$ cat config.mk
export PLATFORM = sky130hd
export DESIGN_NAME = request_table_search_remove_unit
export DESIGN_NICKNAME = d
export VERILOG_FILES = /design/src/rtl/core/rtsr_pkg.sv /design/src/rtl/core/rtsr_cell.sv /design/src/rtl/core/rtsr_rsp_buf.sv /design/src/rtl/core/request_table_search_remove_unit.sv
export VERILOG_INCLUDE_DIRS = /design/src /design/src/rtl/core
export SDC_FILE = /design/constraint.sdc
export NUM_CORES = 2
export LEC_CHECK = 0
export ABC_AREA = 0
export BUFFER_PORTS_ARGS = -buffer_cell sky130_fd_sc_hd__buf_4
export CAP_MARGIN = 20
export CORE_ASPECT_RATIO = 1.2
export CORE_UTILIZATION = 40
export CTS_CLUSTER_DIAMETER = 120
export DETAILED_ROUTE_END_ITERATION = 10
export PLACE_DENSITY = 0.57
export SLEW_MARGIN = 20
export SYNTH_ARGS = -nofsm -noshare
export SYNTH_HDL_FRONTEND = slang
export SYNTH_SLANG_ARGS = --single-unit
$ cat constraint.sdc
create_clock -name clock -period 36.9 [get_ports clock]
set_input_delay 7.38 -clock clock [delete_from_list [all_inputs] [get_ports clock]]
set_output_delay 7.38 -clock clock [all_outputs]
set_load 0.005 [all_outputs]
$ cat src/rtl/core/request_table_search_remove_unit_macros.svh
// ----------------------------------------------------------------------------
// Request table search/remove unit - assertion macros
// Shared concurrent assertion forms, clocked and disabled by reset.
// ----------------------------------------------------------------------------
`ifndef REQUEST_TABLE_SEARCH_REMOVE_UNIT_MACROS_SVH
`define REQUEST_TABLE_SEARCH_REMOVE_UNIT_MACROS_SVH

// same-cycle implication
`define RTSR_ASSERT_IMPL(lbl, clk, rst, ante, cons) \
   lbl: assert property (@(posedge clk) disable iff (rst) (ante) |-> (cons)) \
      else $error("rtsr: same-cycle check failed");

// next-cycle implication
`define RTSR_ASSERT_NEXT(lbl, clk, rst, ante, cons) \
   lbl: assert property (@(posedge clk) disable iff (rst) (ante) |=> (cons)) \
      else $error("rtsr: next-cycle check failed");

`endif

$ cat src/rtl/core/rtsr_pkg.sv
// ----------------------------------------------------------------------------
// rtsr_pkg
// Types, command and status codes of the request table search/remove unit.
// ----------------------------------------------------------------------------
package rtsr_pkg;

   // default table depth
   localparam int TABLE_DEPTH_C = 16;

   // field widths fixed by the interface
   localparam int KIND_W   = 3;
   localparam int CLIENT_W = 8;
   localparam int PAY_W    = 16;
   localparam int POS_W    = 4;
   localparam int FILL_W   = 5;
   localparam int STAT_W   = 2;
   localparam int POS_RANGE = 1 << POS_W;

   // command kinds
   localparam logic [KIND_W-1:0] KIND_INSERT  = 3'd0;
   localparam logic [KIND_W-1:0] KIND_TAKE    = 3'd1;
   localparam logic [KIND_W-1:0] KIND_POP     = 3'd2;
   localparam logic [KIND_W-1:0] KIND_DELETE  = 3'd3;
   localparam logic [KIND_W-1:0] KIND_INSPECT = 3'd4;

   // result status codes
   localparam logic [STAT_W-1:0] STAT_OK   = 2'd0;
   localparam logic [STAT_W-1:0] STAT_FULL = 2'd1;
   localparam logic [STAT_W-1:0] STAT_MISS = 2'd2;

   // request channel payload
   typedef struct packed {
      logic [KIND_W-1:0]   kind;
      logic [CLIENT_W-1:0] client_id;
      logic                prio;
      logic [PAY_W-1:0]    payload;
      logic [POS_W-1:0]    position;
   } req_type;

   // response channel payload
   typedef struct packed {
      logic [STAT_W-1:0]   status;
      logic                found;
      logic [CLIENT_W-1:0] out_client;
      logic                out_prio;
      logic [PAY_W-1:0]    out_payload;
      logic [FILL_W-1:0]   fill_count;
      logic [POS_W-1:0]    first_standard_pos;
      logic [POS_W-1:0]    first_premium_pos;
      logic                client_present;
      logic                all_same_prio;
   } rsp_type;

   // one table entry
   typedef struct packed {
      logic [CLIENT_W-1:0] client;
      logic                prio;
      logic [PAY_W-1:0]    payload;
   } ent_type;

   // command token that walks down the cell chain
   typedef struct packed {
      logic             active;
      req_type          req;
      logic             full;      // insert on a full table
      logic             removing;  // an entry at or above this cell was removed
      logic             found;
      ent_type          ent;       // returned entry
      logic             have_std;
      logic [POS_W-1:0] fstd;
      logic             have_prem;
      logic [POS_W-1:0] fprem;
      logic             present;
   } tok_type;

endpackage

$ cat src/rtl/core/rtsr_cell.sv
// ----------------------------------------------------------------------------
// rtsr_cell
// One table slot. Holds an entry, applies the passing command token to it
// and folds its post-step value into the token's running summary.
// ----------------------------------------------------------------------------
module rtsr_cell
   import rtsr_pkg::*;
#(
   parameter int CW    = 5,
   parameter int INDEX = 0
) (
   input  logic          clock,
   input  logic          reset,
   input  logic [CW-1:0] count,
   input  tok_type       tok_in,
   input  ent_type       next_ent,
   output tok_type       tok_out,
   output ent_type       ent
);

   localparam logic [CW-1:0] IDX_C  = CW'(INDEX);
   localparam logic [CW-1:0] IDX1_C = CW'(INDEX + 1);

   tok_type tok_ff, tok_nx_in;
   ent_type ent_ff, ent_in;
   logic    ins_ok, valid, pos_hit, cond, hit, shift, post_valid;

   // apply command to this slot
   always_comb begin
      ins_ok  = (tok_in.req.kind == KIND_INSERT) && !tok_in.full;
      valid   = IDX_C < count;
      pos_hit = (INDEX < POS_RANGE) && (tok_in.req.position == POS_W'(INDEX));
      unique case (tok_in.req.kind)
         KIND_TAKE:                 cond = (ent_ff.client == tok_in.req.client_id);
         KIND_POP:                  cond = (INDEX == 0);
         KIND_DELETE, KIND_INSPECT: cond = pos_hit;
         default:                   cond = 1'b0;
      endcase
      hit   = tok_in.active && valid && !tok_in.found && cond;
      shift = tok_in.active &&
              (tok_in.removing || (hit && (tok_in.req.kind != KIND_INSPECT)));

      // new slot content: close the gap, or append at the tail
      ent_in = ent_ff;
      if (shift) begin
         ent_in = next_ent;
      end else if (tok_in.active && ins_ok && (IDX_C == count)) begin
         ent_in.client  = tok_in.req.client_id;
         ent_in.prio    = tok_in.req.prio;
         ent_in.payload = tok_in.req.payload;
      end

      // slot holds an entry after the step
      if (shift) begin
         post_valid = IDX1_C < count;
      end else if (ins_ok) begin
         post_valid = IDX_C <= count;
      end else begin
         post_valid = valid;
      end

      // token update
      tok_nx_in = tok_in;
      if (hit) begin
         tok_nx_in.found = 1'b1;
         tok_nx_in.ent   = ent_ff;
      end
      tok_nx_in.removing = shift;
      if (tok_in.active && post_valid) begin
         if (ent_in.prio) begin
            if (!tok_in.have_prem) begin
               tok_nx_in.have_prem = 1'b1;
               tok_nx_in.fprem     = POS_W'(INDEX);
            end
         end else if (!tok_in.have_std) begin
            tok_nx_in.have_std = 1'b1;
            tok_nx_in.fstd     = POS_W'(INDEX);
         end
         if (ent_in.client == tok_in.req.client_id) begin
            tok_nx_in.present = 1'b1;
         end
      end
   end

   // token stage
   always_ff @(posedge clock) begin
      if (reset) begin
         tok_ff.active <= 1'b0;
      end else begin
         tok_ff <= tok_nx_in;
      end
   end

   // entry storage
   always_ff @(posedge clock) begin
      ent_ff <= ent_in;
   end

   assign tok_out = tok_ff;
   assign ent     = ent_ff;

endmodule

$ cat src/rtl/core/rtsr_rsp_buf.sv
// ----------------------------------------------------------------------------
// rtsr_rsp_buf
// Two-slot response buffer: output register plus one spare slot so the
// table can run the next command while a response is stalled.
// ----------------------------------------------------------------------------
module rtsr_rsp_buf
   import rtsr_pkg::*;
(
   input  logic    clock,
   input  logic    reset,
   input  logic    in_valid,
   input  rsp_type in_data,
   output logic    out_valid,
   input  logic    out_stall,
   output rsp_type out_data,
   output logic    spare_full
);

   logic    main_valid_ff, spare_valid_ff;
   rsp_type main_ff, spare_ff;
   logic    take;

   assign take = main_valid_ff && !out_stall;

   // valid flags
   always_ff @(posedge clock) begin
      if (reset) begin
         main_valid_ff  <= 1'b0;
         spare_valid_ff <= 1'b0;
      end else if (!main_valid_ff || take) begin
         main_valid_ff  <= spare_valid_ff || in_valid;
         spare_valid_ff <= spare_valid_ff && in_valid;
      end else if (in_valid) begin
         spare_valid_ff <= 1'b1;
      end
   end

   // data slots
   always_ff @(posedge clock) begin
      if (!main_valid_ff || take) begin
         main_ff <= spare_valid_ff ? spare_ff : in_data;
         if (spare_valid_ff && in_valid) begin
            spare_ff <= in_data;
         end
      end else if (in_valid) begin
         spare_ff <= in_data;
      end
   end

   assign out_valid  = main_valid_ff;
   assign out_data   = main_ff;
   assign spare_full = spare_valid_ff;

endmodule

$ cat src/rtl/core/request_table_search_remove_unit.sv
// ----------------------------------------------------------------------------
// request_table_search_remove_unit
// Ordered table of pending requests with append, take by client, pop,
// delete and inspect, each answered with one response and a table summary.
//
// Request channel (req_valid / req_stall / req_data) carries one command.
// Response channel (rsp_valid / rsp_stall / rsp_data) returns one result
// per command, in order.
// A command walks a chain of TABLE_DEPTH slot cells, one cell per cycle;
// its response is registered from the last cell into the response buffer,
// and rsp_valid rises as it is.
// Commands run one at a time: req_stall drops as the previous response is
// registered, so the next request transfer can follow; a new command is
// not taken while one is still in the chain.
// While a response is stalled, one more command may run; its response goes
// to a spare slot and req_stall stays high until the spare drains.
// Reset empties the table (count to zero), idles the chain and drops any
// pending responses; slot contents are not cleared.
// ----------------------------------------------------------------------------
`include "request_table_search_remove_unit_macros.svh"

module request_table_search_remove_unit
   import rtsr_pkg::*;
#(
   parameter int TABLE_DEPTH = TABLE_DEPTH_C
) (
   input  logic    clock,
   input  logic    reset,
   input  logic    req_valid,
   output logic    req_stall,
   input  req_type req_data,
   output logic    rsp_valid,
   input  logic    rsp_stall,
   output rsp_type rsp_data
);

   localparam int CW = $clog2(TABLE_DEPTH + 1);
   localparam logic [CW-1:0] ONE_C   = CW'(1);
   localparam logic [CW-1:0] DEPTH_C = CW'(TABLE_DEPTH);

   logic [CW-1:0] count_ff, count_in;
   logic          busy_ff, busy_in;
   logic          req_xfer, spare_full, ins_ok;
   tok_type       launch_tok, last;
   rsp_type       fin_rsp;
   tok_type       toks [TABLE_DEPTH];
   ent_type       ents [TABLE_DEPTH];
   logic [TABLE_DEPTH-1:0] act_vec;

   assign req_stall = busy_ff || spare_full;
   assign req_xfer  = req_valid && !req_stall;

   // token entering the first cell
   always_comb begin
      launch_tok        = '0;
      launch_tok.active = req_xfer;
      launch_tok.req    = req_data;
      launch_tok.full   = (req_data.kind == KIND_INSERT) && (count_ff == DEPTH_C);
   end

   // slot cell chain
   for (genvar g = 0; g < TABLE_DEPTH; g++) begin : g_cell
      tok_type tok_src;
      ent_type nbr_ent;
      if (g == 0) begin : g_head
         assign tok_src = launch_tok;
      end else begin : g_body
         assign tok_src = toks[g-1];
      end
      if (g == TABLE_DEPTH - 1) begin : g_tail
         assign nbr_ent = ents[g];
      end else begin : g_link
         assign nbr_ent = ents[g+1];
      end
      rtsr_cell #(
         .CW    (CW),
         .INDEX (g)
      ) u_cell (
         .clock    (clock),
         .reset    (reset),
         .count    (count_ff),
         .tok_in   (tok_src),
         .next_ent (nbr_ent),
         .tok_out  (toks[g]),
         .ent      (ents[g])
      );
      assign act_vec[g] = toks[g].active;
   end

   assign last = toks[TABLE_DEPTH-1];

   // response and new count from the finished token
   always_comb begin
      ins_ok = (last.req.kind == KIND_INSERT) && !last.full;
      if (ins_ok) begin
         count_in = count_ff + ONE_C;
      end else if (last.removing) begin
         count_in = count_ff - ONE_C;
      end else begin
         count_in = count_ff;
      end

      fin_rsp = '0;
      unique case (last.req.kind)
         KIND_INSERT:
            fin_rsp.status = last.full ? STAT_FULL : STAT_OK;
         KIND_TAKE, KIND_POP, KIND_DELETE, KIND_INSPECT:
            fin_rsp.status = last.found ? STAT_OK : STAT_MISS;
         default:
            fin_rsp.status = STAT_OK;
      endcase
      fin_rsp.found              = last.found;
      fin_rsp.out_client         = last.ent.client;
      fin_rsp.out_prio           = last.ent.prio;
      fin_rsp.out_payload        = last.ent.payload;
      fin_rsp.fill_count         = FILL_W'(count_in);
      fin_rsp.first_standard_pos = last.fstd;
      fin_rsp.first_premium_pos  = last.fprem;
      fin_rsp.client_present     = last.present;
      fin_rsp.all_same_prio      = !(last.have_std && last.have_prem);

      busy_in = busy_ff;
      if (req_xfer) begin
         busy_in = 1'b1;
      end else if (last.active) begin
         busy_in = 1'b0;
      end
   end

   // control state
   always_ff @(posedge clock) begin
      if (reset) begin
         count_ff <= '0;
         busy_ff  <= 1'b0;
      end else begin
         busy_ff <= busy_in;
         if (last.active) begin
            count_ff <= count_in;
         end
      end
   end

   // response buffering
   rtsr_rsp_buf u_rsp_buf (
      .clock      (clock),
      .reset      (reset),
      .in_valid   (last.active),
      .in_data    (fin_rsp),
      .out_valid  (rsp_valid),
      .out_stall  (rsp_stall),
      .out_data   (rsp_data),
      .spare_full (spare_full)
   );

   // checks
   `RTSR_ASSERT_IMPL(a_one_token, clock, reset, 1'b1, $onehot0(act_vec))
   `RTSR_ASSERT_IMPL(a_finish_busy, clock, reset, last.active, busy_ff && !spare_full)
   `RTSR_ASSERT_NEXT(a_full_holds, clock, reset, last.active && last.full, count_ff == DEPTH_C)
   `RTSR_ASSERT_IMPL(a_count_range, clock, reset, busy_ff, count_ff <= DEPTH_C)

endmodule

==> run metrics <==
status=finished, final reports clean; most frequent cells in the layout=edfxtp_1 (1419), mux2_2 (425), nand2_1 (282); RSZ-0062 raised after global routing=no; CTS Buffer Depth=3; pwr/cell area=52.8 nW/um^2; CTS clk-pin slew, worst paths=0.06 ns; die area=163000 um^2; Hold WC Path Type=flip-flop to flip-flop; Initial Util=40.3%; Async SR Flop Fraction=0%; Top Ports=81; final hold vios=0; htree depth=4; static leakage=25.7 nW; CTS Sinks=1587; Clk Latency, worst-skew pair=0.79 ns; Initial DRC Count=2214; worst-margin pin slew=1.10 ns; DR WL met2=64.1 mm; CTS-repair resized insts=0; ratio of cells with drive above 1 in the final layout=21.3%; worst r2r path cells=10; # hold bufs at CTS=0; Post-CTS Setup Inserts=0; Worst EP required=37.32 ns; utilization after layout=45.7%; grt ovf=0; register area=46000 um^2; routability cong.=0.890; setup violators final=0; Mapped Nets=4239; synthesized area=64600 um^2; Avg Vias per Cell=5.11; Cell Rows=161; Post-Syn Instances=4198; sequential element share of the synthesized area=71.2%; area of the multi-input gates=17600 um^2; Slew HR=26.7%; startpoint types=input port; Yosys Warn Count=0; global-route wire length before repair=201 mm; critical path fanouts, max=121; setup TNS=0 ns; Fill cells=14100; drt total wl=128 mm; NumNets Final=4384; Avg WL per Cell=19.4 um; max layer used=met5; met3 WL post-DR=4.77 mm; Arrival @ worst endpoint=10.68 ns; DRT Pass-1 Iters=5; count of input and output buffers=80; antenna violation net count after detailed routing=0; Layout area overhead=13.4%; worst setup path class=input port to flip-flop; Main synth FF type=edfxtp_1; syn avg cell area=15.4 um^2; GRT Overall Usage=15.6%; Peak VDD IR=45.0 uV; n_diodes=0; Worst Skew=0.0302 ns; Met1 Routed Length=55.3 mm; Slew Viols, Final=0; die width=369 um; maximum capacitance violations=0; # DRC=0; Core ar.=160000 um^2; initial antenna violation count=1; die height=442 um; period utilization=27.8%; CTS tree=yes; f_max=0.0975 GHz; Period minus WS final=10.26 ns; via count=33700; Critical Path End Type=flip-flop; cts bufs inserted=164; largest net degree at the start of global routing=188; Post-synth EDFFs=1419; synth unique cells=100; commonest non-fill, non-tap cell in the layout=edfxtp_1; hpwl dp=86.3 mm; Seq cells post-synth=1587; WHS Path Cells=0; number of global-route vias before repair=34700; CTS root buf=clkbuf_16
-- final timing paths --
| path | to | slack [ns] | start |
|---|---|---|---|
| min reg2reg | g_cell[15].u_cell.ent[15] | 0.42 | g_cell[14].u_cell.tok_out[58] |
| min | g_cell[15].u_cell.ent[15] | 0.42 | g_cell[14].u_cell.tok_out[58] |
| max reg2reg | g_cell[14].u_cell.tok_out[0] | 32.40 | count_ff[0] |
| max | g_cell[2].u_cell.tok_out[48] | 26.64 | reset |
-- cells by family after synthesis --
| logic type | share of synthesized area, % |
|---|---|
| DFF | 71.2 |
| and+or+nand+nor | 7.14 |
| AOI/OAI and AO/OA | 8.20 |
| muxes | 8.94 |
| buffers and inverters | 1.74 |
| xor gates and xnor gates | 2.70 |
| adders and majority gates | 0.112 |
-- cells in the mapped netlist, types with 9 or more instances --
library cell  instances  area (um^2)
edfxtp_1           1419        42600
mux2_2              425         4790
nand2_1             283         1060
a22o_1              216         1890
o21ai_0             175          876
dfxtp_1             168         3360
nor2_1              128          480
mux2i_1              99          991
xnor2_1              99          867
xor2_1               98          858
clkbuf_1             95          357
inv_1                86          323
a21oi_1              81          405
nor2b_1              68          425
or2_2                62          388
nand3_1              56          280
buf_2                50          250
nor3_1               41          205
and2_1               37          231
nand2b_1             36          225
a31oi_1              25          156
nand4_1              25          156
nor4_1               23          144
nor3b_1              21          158
o22ai_1              21          131
a21o_1               18          135
buf_1                18         67.6
o21bai_1             17          128
and3_1               15         93.8
o21a_1               14          105
o21ai_1              14         70.1
nand3b_1             13         97.6
a221oi_1             12          105
o221ai_1             12          105
o31ai_1              11         82.6
a221o_1              10          100
nor4b_1               9         78.8
o211ai_1              9         67.6
or2_1                 9         56.3
or3_1                 9         56.3
-- stage by stage --
stage	cell area, um^2	setup slack [ns]	total power [mW]	cells	hold slack [ns]
after floorplan	64600	7.18	2.24	4198	0.400
after global placement	67700	25.61	2.23	6295	0.402
after detailed placement	67800	25.51	2.23	6296	0.405
after CTS	73300	26.38	3.92	6600	0.417
after global routing	73300	26.42	4.00	6600	0.422
final	73300	26.64	3.87	6600	0.416
-- per-layer routing --
| metal | vias up | GRT usage, % |
|---|---|---|
| li1 | 16400 | - |
| met1 | 16300 | 19.9 |
| met2 | 678 | 26.6 |
| met3 | 252 | 2.44 |
| met4 | 2 | 5.95 |
| met5 | - | 0 |
-- report_power, final --
group / leakage [nW] / switching (mW) / internal [mW] / total [mW]
Sequential: 15.1 / 0.0455 / 2.04 / 2.09
Clock: 2.67 / 0.695 / 0.983 / 1.68
Combinational: 7.89 / 0.0600 / 0.0498 / 0.110
Total: 25.7 / 0.800 / 3.07 / 3.87
-- flip-flops by register name (all words and copies together), names as in the netlist --
register	cells
u_rsp_buf.spare_full	1
g_cell.u_cell.tok_out	1093
g_cell.u_cell.ent	400
u_rsp_buf.spare_ff	43
busy_ff	1
u_rsp_buf.out_valid	1
u_rsp_buf.out_data	43
count_ff	5
-- layout make-up --
cell class | instances | area share (%)
sequential | 1587 | 62.7
multi-input combinational | 2343 | 24.0
clock buffer | 235 | 6.35
tap | 2119 | 3.62
timing repair buffer | 152 | 1.61
clock inverter | 69 | 1.17
inverter | 95 | 0.497
-- critical path: stages --
cell and delay, ns:
buf_4 0.24, inv_8 0.65, buf_4 0.85, buf_6 0.71, buf_4 0.64
Note: power is estimated with default switching activity, not from simulation.
